[src/sv/bfsk_pkg.sv]
// Shared types and constants for the BFSK tone burst generator.
package bfsk_pkg;

    localparam int RELOAD_W   = 24;
    localparam int TOGGLE_W   = 16;
    localparam int CFG_DATA_W = 24;
    localparam int CFG_IDX_W  = 2;

    typedef enum logic [CFG_IDX_W-1:0] {
        CFG_RELOAD_ZERO  = 2'd0,
        CFG_RELOAD_ONE   = 2'd1,
        CFG_TOGGLES_ZERO = 2'd2,
        CFG_TOGGLES_ONE  = 2'd3
    } t_cfg_idx;

    typedef enum logic {
        REQ_START = 1'b0,
        REQ_TICK  = 1'b1
    } t_req_type;

    typedef struct packed {
        logic req_type;
        logic bit_value;
    } t_in_req;

    typedef struct packed {
        logic pin_a;
        logic pin_b;
        logic busy_res;
    } t_out_res;

    typedef struct packed {
        logic [RELOAD_W-1:0] reload_zero;
        logic [RELOAD_W-1:0] reload_one;
        logic [TOGGLE_W-1:0] toggles_zero;
        logic [TOGGLE_W-1:0] toggles_one;
    } t_cfg;

endpackage

[src/sv/bfsk_cfg.sv]
// Configuration register bank for the BFSK tone burst generator.
module bfsk_cfg
    import bfsk_pkg::*;
(
    input  logic                  i_clk,
    input  logic                  i_rst_n,
    input  logic                  i_cfg_we,
    input  logic [CFG_IDX_W-1:0]  i_cfg_idx,
    input  logic [CFG_DATA_W-1:0] i_cfg_data,
    output t_cfg                  o_cfg
);

    t_cfg r_cfg;

    always_ff @(posedge i_clk) begin
        if (!i_rst_n) begin
            r_cfg.reload_zero  <= RELOAD_W'(599);
            r_cfg.reload_one   <= RELOAD_W'(499);
            r_cfg.toggles_zero <= TOGGLE_W'(20);
            r_cfg.toggles_one  <= TOGGLE_W'(24);
        end else if (i_cfg_we) begin
            case (t_cfg_idx'(i_cfg_idx))
                CFG_RELOAD_ZERO:  r_cfg.reload_zero  <= i_cfg_data[RELOAD_W-1:0];
                CFG_RELOAD_ONE:   r_cfg.reload_one   <= i_cfg_data[RELOAD_W-1:0];
                CFG_TOGGLES_ZERO: r_cfg.toggles_zero <= i_cfg_data[TOGGLE_W-1:0];
                CFG_TOGGLES_ONE:  r_cfg.toggles_one  <= i_cfg_data[TOGGLE_W-1:0];
                default: ;
            endcase
        end
    end

    assign o_cfg = r_cfg;

endmodule

[src/sv/bfsk_core.sv]
// Burst state: half-period timer, toggle counter and pin levels.
module bfsk_core
    import bfsk_pkg::*;
(
    input  logic     i_clk,
    input  logic     i_rst_n,
    input  logic     i_accept,
    input  t_in_req  i_req,
    input  t_cfg     i_cfg,
    output t_out_res o_res
);

    logic                r_active, n_active;
    logic [RELOAD_W-1:0] r_period_left, n_period_left;
    logic [RELOAD_W-1:0] r_period_reload, n_period_reload;
    logic [TOGGLE_W-1:0] r_toggles_left, n_toggles_left;
    logic                r_level_a, n_level_a;
    logic                r_level_b, n_level_b;

    logic [RELOAD_W-1:0] sel_reload;
    logic [TOGGLE_W-1:0] sel_toggles;

    assign sel_reload  = i_req.bit_value ? i_cfg.reload_one  : i_cfg.reload_zero;
    assign sel_toggles = i_req.bit_value ? i_cfg.toggles_one : i_cfg.toggles_zero;

    always_comb begin
        n_active        = r_active;
        n_period_left   = r_period_left;
        n_period_reload = r_period_reload;
        n_toggles_left  = r_toggles_left;
        n_level_a       = r_level_a;
        n_level_b       = r_level_b;
        if (i_accept) begin
            if (i_req.req_type == REQ_START) begin
                // restart: reload counters, keep pin levels
                n_period_reload = sel_reload;
                n_period_left   = sel_reload;
                n_toggles_left  = sel_toggles;
                n_active        = 1'b1;
            end else if (r_active) begin
                if (r_period_left == '0) begin
                    n_period_left = r_period_reload;
                    if (r_toggles_left != '0) begin
                        n_level_a      = ~r_level_a;
                        n_level_b      = r_level_a;
                        n_toggles_left = r_toggles_left - {{(TOGGLE_W-1){1'b0}}, 1'b1};
                    end else begin
                        // burst over: drop both pins
                        n_level_a = 1'b0;
                        n_level_b = 1'b0;
                        n_active  = 1'b0;
                    end
                end else begin
                    n_period_left = r_period_left - {{(RELOAD_W-1){1'b0}}, 1'b1};
                end
            end
        end
    end

    always_ff @(posedge i_clk) begin
        if (!i_rst_n) begin
            r_active        <= 1'b0;
            r_period_left   <= '0;
            r_period_reload <= '0;
            r_toggles_left  <= '0;
            r_level_a       <= 1'b0;
            r_level_b       <= 1'b0;
        end else begin
            r_active        <= n_active;
            r_period_left   <= n_period_left;
            r_period_reload <= n_period_reload;
            r_toggles_left  <= n_toggles_left;
            r_level_a       <= n_level_a;
            r_level_b       <= n_level_b;
        end
    end

    // result reflects the state after this request
    assign o_res.pin_a    = n_level_a;
    assign o_res.pin_b    = n_level_b;
    assign o_res.busy_res = n_active;

endmodule

[src/sv/bfsk_out_reg.sv]
// Output result register with valid/ready handshake.
module bfsk_out_reg
    import bfsk_pkg::*;
(
    input  logic     i_clk,
    input  logic     i_rst_n,
    input  logic     i_load,
    input  t_out_res i_res,
    input  logic     i_out_ready,
    output logic     o_free,
    output logic     o_out_valid,
    output t_out_res o_out_res
);

    logic     r_valid;
    t_out_res r_res;

    // free when empty or draining this cycle
    assign o_free = !r_valid || i_out_ready;

    always_ff @(posedge i_clk) begin
        if (!i_rst_n) begin
            r_valid <= 1'b0;
        end else if (o_free) begin
            r_valid <= i_load;
        end
    end

    always_ff @(posedge i_clk) begin
        if (i_load) begin
            r_res <= i_res;
        end
    end

    assign o_out_valid = r_valid;
    assign o_out_res   = r_res;

endmodule

[src/sv/bfsk_tone_burst_generator_top.sv]
// Result: the result of an accepted request is registered and shown in the cycle after it is accepted.
// Throughput: one request per cycle; the output register frees as it drains, so a
// waiting result does not block the next request unless the consumer stalls.
// Reset: synchronous, active low; clears burst state, pins low, config to defaults.
module bfsk_tone_burst_generator_top
    import bfsk_pkg::*;
(
    input  logic                  i_clk,
    input  logic                  i_rst_n,
    input  logic                  i_in_valid,
    output logic                  o_in_ready,
    input  t_in_req               i_in_req,
    output logic                  o_out_valid,
    input  logic                  i_out_ready,
    output t_out_res              o_out_res,
    input  logic                  i_cfg_we,
    input  logic [CFG_IDX_W-1:0]  i_cfg_idx,
    input  logic [CFG_DATA_W-1:0] i_cfg_data
);

    t_cfg     cfg;
    t_out_res res;
    logic     accept;
    logic     free;

    assign o_in_ready = free;
    assign accept     = i_in_valid && free;

    bfsk_cfg u_cfg (
        .i_clk      (i_clk),
        .i_rst_n    (i_rst_n),
        .i_cfg_we   (i_cfg_we),
        .i_cfg_idx  (i_cfg_idx),
        .i_cfg_data (i_cfg_data),
        .o_cfg      (cfg)
    );

    bfsk_core u_core (
        .i_clk    (i_clk),
        .i_rst_n  (i_rst_n),
        .i_accept (accept),
        .i_req    (i_in_req),
        .i_cfg    (cfg),
        .o_res    (res)
    );

    bfsk_out_reg u_out (
        .i_clk       (i_clk),
        .i_rst_n     (i_rst_n),
        .i_load      (accept),
        .i_res       (res),
        .i_out_ready (i_out_ready),
        .o_free      (free),
        .o_out_valid (o_out_valid),
        .o_out_res   (o_out_res)
    );

endmodule

[config.mk]
export PLATFORM = sky130hd
export DESIGN_NAME = bfsk_tone_burst_generator_top
export DESIGN_NICKNAME = d
export VERILOG_FILES = /design/src/sv/bfsk_pkg.sv /design/src/sv/bfsk_cfg.sv /design/src/sv/bfsk_core.sv /design/src/sv/bfsk_out_reg.sv /design/src/sv/bfsk_tone_burst_generator_top.sv
export SDC_FILE = /design/constraint.sdc
export NUM_CORES = 1
export LEC_CHECK = 0
export BUFFER_PORTS_ARGS = -buffer_cell sky130_fd_sc_hd__buf_2
export CAP_MARGIN = 20
export CORE_MARGIN = 2
export CORE_UTILIZATION = 25
export CTS_BUF_LIST = sky130_fd_sc_hd__clkbuf_16
export DETAILED_ROUTE_END_ITERATION = 10
export GPL_ROUTABILITY_DRIVEN = 0
export GPL_TIMING_DRIVEN = 0
export MAX_ROUTING_LAYER = met4
export PLACE_DENSITY = 0.41
export SLEW_MARGIN = 5
export SYNTH_ARGS = -nofsm -noshare
export SYNTH_HDL_FRONTEND = slang
export SYNTH_SLANG_ARGS = --single-unit
[constraint.sdc]
create_clock -name i_clk -period 2.4 [get_ports i_clk]
set_input_delay 0.24 -clock i_clk [delete_from_list [all_inputs] [get_ports i_clk]]
set_output_delay 0.24 -clock i_clk [all_outputs]
set_load 0.03 [all_outputs]
==> run_results.csv, run 1 <==
group,metric,value,unit
clock_tree,clk_transition_reported_paths,0.07,ns
power_and_ir_drop,ir_drop,0.000378,V
power_and_ir_drop,switching_power,1.97,mW
routing,drtAntennaViolNets,0,
routing,vias,6565,
worst_setup_path,worstPathMaxFanout,7,
sta,fin_worst_skew,0.00876,ns
clock_tree,clk_latency,0.44,ns
sta,worst_pin_slew,1.00,ns
place,port_buffers,34,
worst_setup_path,crit_path_end_kind,"register",
power_and_ir_drop,p_per_area,767,nW/um^2
global_routing,grt_util_met1,26.1,%
worst_setup_path,worstSetupPathType,"reg -> reg",
sta,final.min_clock_period,2.42,ns
finish,fillers,3004,
global_routing,grtUsageTotal,18.4,%
finish,regArea,3070,um^2
sta,hold_viol,0,
floorplan,core,27600,um^2
power_and_ir_drop,p_leak,3.23,nW
worst_setup_path,crit_arrival,2.73,ns
sta,final_max_slew_viol_count,0,
synth,yosys-top-cells-area,"dfxtp_1 43%, nand2_1 11%, a21oi_1 7.2%, mux2i_1 5.0%, nor2_1 4.4%",
routing,first_iter_violations,450,
finish,drive_gt1_share,16.3,%
synth,synth_cell_types,63,
finish,antenna_cells,0,
floorplan,die_w,171,um
worst_setup_path,cpPeakStageDelay,0.64,ns
sta,setup_violations,2,
synth,ys_seq_area_share,43.9,%
worst_setup_path,worstPathCellList,"nor4_4, buf_4, nand4b_4, or4_4, or4_1, nand3_1, o211ai_1",
floorplan,dieArea,29200,um^2
clock_tree,cts_buffer_depth,2,
finish,num-nets-final,994,
global_routing,grt_most_used_layer,"met2",
sta,max_slew_margin,31.6,%
synth,synth_fp_nets,914,
finish,multiInputGateArea,3800,um^2
synth,synthArstFlopShare,0,%
floorplan,io_pins,38,
status,status,"complete, but fails checks",
sta,whs,0.0461,ns
clock_tree,cts_tree,"built",
synth,yosys_warnings,0,
power_and_ir_drop,p_int,4.61,mW
routing,avgRoutedWirePerCell,18.9,um
sta,rsz0062_at_grt,"true",
clock_tree,htree_num_levels,4,
sta,fin_crit_sh,101,%
synth,syn_inst,877,
clock_tree,clkSinkCount,151,
synth,avgSynthCellArea,7.93,um^2
synth,synth_common_cells,"200 x nand2_1, 148 x dfxtp_1, 100 x a21oi_1",
power_and_ir_drop,power,6.59,mW
synth,synth.most_common_cell,"nand2_1",
global_routing,grt_use_met2,27.5,%
clock_tree,cts_buffers,17,
synth,synthFlopType,"dfxtp_1",
sta,setup_ws,-0.0210,ns
place,dp_hpwl,18.3,mm
routing,finalWirelength,25.5,mm
finish,area.growth.synth_to_final,23.6,%
place,post-place-ws,-1.01,ns
global_routing,grt_pass1_vias,6109,
global_routing,use_met3,3.08,%
power_and_ir_drop,p_sw_share,30.0,%
worst_setup_path,regToRegSetupSlack,-0.02,ns
status,violations,"setup timing",
synth,yosysTopAreaCell,"dfxtp_1",
power_and_ir_drop,pwr-share-seq,41.4,%
synth,synth_seq_cells,151,
synth,syn_area,6950,um^2
global_routing,antenna_found_initial,0,
power_and_ir_drop,power.clock.fraction,41.2,%
worst_setup_path,cp_slowest_cell,"or4_4",
power_and_ir_drop,p_comb_share,17.4,%
synth,synth_edf_count,3,
routing,viasPerCell,4.87,
global_routing,grt_max_degree,17,
flow_run,maxCapViolations,0,
worst_setup_path,crit_required,2.71,ns
sta,fmax,413,MHz
hold_path,hp-class,"in -> reg",
global_routing,grt_pass1_wl,38.5,mm
floorplan,initial_core_util,25.2,%
clock_tree,root_buffer,"clkbuf_16",
floorplan,placementRows,61,
worst_setup_path,start_kind,"register",
global_routing,grt_overflow,0,
floorplan,fp.dieH,171,um
synth,synth_top_cell_area_share,42.6,%
routing,first_pass_iters,5,
routing,drc_errors,0,
## state kept, by name, indices dropped and copies added, names as in the netlist
name,flops
u_core.r_active,1
u_out.o_out_valid,1
u_cfg.o_cfg,80
u_out.o_out_res,3
u_core.r_toggles_left,16
u_core.r_level_b,1
u_core.r_period_left,24
u_core.r_level_a,1
u_core.r_period_reload,24
## cell type report
type | instances | area share, %
Buffer | 58 | 2.88
Clock buffer | 17 | 4.95
Clock inverter | 14 | 1.73
Inverter | 10 | 0.466
Multi-Input combinational cell | 656 | 44.2
Sequential cell | 151 | 35.7
Tap cell | 378 | 5.51
Timing Repair Buffer | 63 | 4.52
## critical path, delay by kind of cell, from the launching register on
family / cells / cell delay, ns
flops: 1 / 0.36
buf+inv: 1 / 0.19
simple gates: 5 / 1.66
compound gates: 1 / 0.09
## worst paths after layout
path	startpoint	to	cells after the start
setup / recovery	u_core.r_period_left[13]	u_core.r_toggles_left[3]	7
hold / removal	i_cfg_data[19]	u_cfg.o_cfg[51]	3
setup reg to reg	u_core.r_period_left[13]	u_core.r_toggles_left[3]	7
hold reg to reg	u_cfg.o_cfg[14]	u_cfg.o_cfg[14]	2
## placed cells by master (no fill, tap or decap), types with 5 or more instances in the layout
master,n
mux2i_1,35
inv_1,8
o211ai_1,15
nor3_1,12
clkbuf_2,6
nand3_1,29
dfxtp_1,141
o21ai_0,27
a211oi_1,17
a21oi_1,99
buf_4,30
o22ai_1,8
or3_1,9
or4_1,5
xor2_1,7
o21ai_1,6
a31oi_1,6
xnor2_1,8
buf_2,37
nand2_1,200
nor2_1,78
mux2_2,6
clkbuf_1,42
clkbuf_16,17
nor4_1,5
## per-stage QoR
| step | instances | setup TNS [ns] | utilization (%) | instance area [um^2] |
|---|---|---|---|---|
| after floorplan | 877 | 0 | - | 6950 |
| after CTS | 1340 | -0.0325 | 30.8 | 8470 |
| after global routing | 1347 | -1.16 | 31.2 | 8590 |
| after detailed placement | 1289 | -36.06 | 27.6 | 7590 |
| final | 1347 | -0.0382 | 31.2 | 8590 |
| after global placement | 1289 | -34.41 | 27.6 | 7590 |
## layer usage
metal  routed length (um)  part of all wire, %  vias up
met1                12600                   50     3140
met3                 1150                  4.5       21
met2                11300                   45      165
met4                  341                  1.3        0
met5                    0                    0        -
li1                     -                    -     3239
## power by group through the flow
| stage | combinational [mW] | sequential (mW) | clock [mW] |
|---|---|---|---|
| 2_1_floorplan | 0.625 | 2.76 | 0 |
| 3_3_place_gp | 0.959 | 2.78 | 0 |
| 3_5_place_dp | 0.956 | 2.78 | 0 |
| 4_1_cts | 1.09 | 2.72 | 2.77 |
| 5_1_grt | 1.25 | 2.74 | 2.87 |
| 6_report | 1.15 | 2.73 | 2.71 |
## logic make-up after synthesis
family                   Yosys count  share of synthesized area (%)
XOR/XNOR                          15                           1.89
AO/OA/AOI/OAI                    212                           18.5
buffers and inverters             70                           3.83
multiplexers                      41                           6.01
adder cells (fa/ha/maj)            4                          0.720
AND/OR/NAND/NOR                  384                           25.1
flip-flops                       151                           43.9
## timing repair
| action | 4_1_cts | 5_1_grt |
|---|---|---|
| resized for setup | 44 | 27 |
| hold buffers | 0 | 0 |
| endpoints found under the setup margin | 54 | 41 |
| buffers inserted | 22 | 7 |
| pin swaps | 14 | 7 |
Power figures use the tool's default switching activity.
==> run 2: changes to the inputs <==
--- a/config.mk
+++ b/config.mk
@@ -14,7 +14,7 @@
 export GPL_ROUTABILITY_DRIVEN = 0
 export GPL_TIMING_DRIVEN = 0
 export MAX_ROUTING_LAYER = met4
-export PLACE_DENSITY = 0.41
+export PLACE_DENSITY = 0.39
 export SLEW_MARGIN = 5
 export SYNTH_ARGS = -nofsm -noshare
 export SYNTH_HDL_FRONTEND = slang
==> constraint.sdc (replaced) <==
create_clock -name i_clk -period 2.8 [get_ports i_clk]
set_input_delay 0.28 -clock i_clk [delete_from_list [all_inputs] [get_ports i_clk]]
set_output_delay 0.28 -clock i_clk [all_outputs]
set_load 0.03 [all_outputs]
==> run_results.csv, run 2 (same netlist as run 1, synthesis figures left out) <==
group,metric,value,unit
place,dp_cells,1289,
routing,avgRoutedWirePerCell,19.4,um
sta,fin_crit_sh,96.8,%
status,status,"finished, final reports clean",
routing,finalWirelength,25.8,mm
clock_tree,cts_tree,"built",
sta,tns,0,ns
global_routing,grt_max_degree,17,
power_and_ir_drop,pwr-share-seq,41.2,%
worst_setup_path,regToRegSetupSlack,0.09,ns
routing,vias,6551,
floorplan,io_pins,38,
worst_setup_path,crit_path_end_kind,"register",
floorplan,die_w,171,um
global_routing,grt_pass1_vias,6154,
global_routing,grt_pass1_wl,39.3,mm
floorplan,core,27600,um^2
worst_setup_path,crit_required,3.13,ns
clock_tree,root_buffer,"clkbuf_16",
sta,worst_pin_slew,0.914,ns
sta,final_max_slew_viol_count,0,
place,port_buffers,34,
clock_tree,htree_num_levels,4,
floorplan,placementRows,61,
worst_setup_path,r2r.worst_path.cells,7,
routing,first_pass_iters,5,
power_and_ir_drop,ir_drop,0.000359,V
global_routing,grtUsageTotal,18.8,%
power_and_ir_drop,p_per_area,682,nW/um^2
finish,area.growth.synth_to_final,19.9,%
sta,max_slew_margin,38.8,%
routing,viasPerCell,4.93,
power_and_ir_drop,p_comb_share,15.6,%
sta,fmax,369,MHz
routing,drc_errors,0,
global_routing,grt_overflow,0,
worst_setup_path,crit_arrival,3.04,ns
finish,num-nets-final,976,
flow_run,maxCapViolations,0,
finish,fillers,3015,
finish,final_common_cell,"nand2_1",
place,dp_hpwl,18.5,mm
floorplan,dieArea,29200,um^2
hold_path,hp-class,"in -> reg",
global_routing,antenna_found_initial,0,
finish,regArea,3050,um^2
routing,drtAntennaViolNets,0,
routing,first_iter_violations,475,
hold_path,min_from,"i_cfg_data[18]",
finish,multiInputGateArea,3680,um^2
finish,final_cell_count_no_fill,1329,
worst_setup_path,crit_start,"u_core.r_period_left[19]",
sta,fin_worst_skew,0.0111,ns
sta,hold_viol,0,
power_and_ir_drop,switching_power,1.63,mW
clock_tree,cts_buffer_depth,2,
finish,most-common-layout-cells,"200 x nand2_1, 148 x dfxtp_1, 100 x a21oi_1",
worst_setup_path,worstSetupPathType,"reg -> reg",
power_and_ir_drop,p_int,4.05,mW
power_and_ir_drop,p_leak,3.11,nW
clock_tree,clk_transition_reported_paths,0.07,ns
finish,drive_gt1_share,11.1,%
floorplan,fp.dieH,171,um
clock_tree,cts_buffers,17,
finish,largest_register_ffs,80,
floorplan,initial_core_util,25.2,%
clock_tree,clkSinkCount,151,
worst_setup_path,timing.rr.end,"u_core.r_toggles_left[13]",
worst_setup_path,worstPathMaxFanout,10,
finish,utilization,30.2,%
clock_tree,clk_latency,0.43,ns
sta,setup_violations,0,
worst_setup_path,crit_end,"u_core.r_toggles_left[13]",
power_and_ir_drop,p_sw_share,28.7,%
power_and_ir_drop,power.clock.fraction,43.3,%
worst_setup_path,r2r_start,"u_core.r_period_left[19]",
finish,antenna_cells,0,
worst_setup_path,start_kind,"register",
sta,final.min_clock_period,2.71,ns
[run 2: cell count changes in the layout (fill, tap and decap cells not counted), sizes merged]
| cell | previous run | this run |
|---|---|---|
| buf | 72 | 53 |
| inv | 15 | 12 |
| clkdlybuf4s15 | 1 | 0 |
| clkinv | 4 | 5 |
| bufinv | 2 | 4 |
| clkbuf | 65 | 67 |
[run 2: layer usage]
layer	track usage [%]	part of all wire, %	vias to the layer above
met1	26.2	50	3171
met4	3.60	0.95	0
li1	-	-	3209
met3	2.75	3.6	20
met2	29.0	45	151
met5	-	0	-
[run 2: power groups by stage]
stage	Clock (mW)	Combinational (mW)	Sequential, mW
finish	2.46	0.886	2.34
global route	2.60	0.970	2.35
CTS	2.50	0.845	2.34
detailed placement	0	0.821	2.38
global placement	0	0.826	2.38
floorplan	0	0.536	2.37
[run 2: worst min-delay path by stage]
| stage | cells after the start | to | slack [ns] |
|---|---|---|---|
| after detailed placement | 2 | u_cfg.o_cfg[13] | 0.45 |
| after CTS | 3 | u_cfg.o_cfg[50] | 0.09 |
| after global routing | 3 | u_cfg.o_cfg[76] | 0.1 |
| after floorplan | 2 | u_cfg.o_cfg[32] | 0.40 |
| final | 3 | u_cfg.o_cfg[50] | 0.10 |
| after global placement | 2 | u_cfg.o_cfg[11] | 0.44 |
[run 2: area by class of cell]
type	count	share of cell area [%]
buffer	58	2.69
clock buffer	17	5.11
clock inverter	14	2.19
inverter	10	0.451
multi-input combinational	656	44.2
sequential	151	36.6
tap	378	5.68
timing repair buffer	45	3.03
[run 2: timing repair]
item,in CTS,in global routing
buffers inserted,0,11
pin swaps,1,2
setup endpoints to repair,43,30
hold buffers,0,0
resized for setup,7,6
[run 2: critical path, cell delays in order, from the launching register on]
cell and delay, ns:
dfxtp_1 0.35, nor3_1 0.44, nand2_1 0.15, or4_1 0.60
buf_2 0.28, nor3_4 0.28, nand3_1 0.22, o311ai_1 0.30
[run 2: stage by stage]
| stage | setup WS [ns] | power [mW] | hold slack [ns] | area (um^2) |
|---|---|---|---|---|
| global route | -0.0127 | 5.92 | 0.0979 | 8330 |
| detailed placement | -0.519 | 3.20 | 0.446 | 7590 |
| CTS | 0.00760 | 5.68 | 0.0854 | 8250 |
| floorplan | 0.473 | 2.90 | 0.404 | 6950 |
| global placement | -0.575 | 3.21 | 0.441 | 7590 |
| finish | 0.0893 | 5.68 | 0.102 | 8330 |
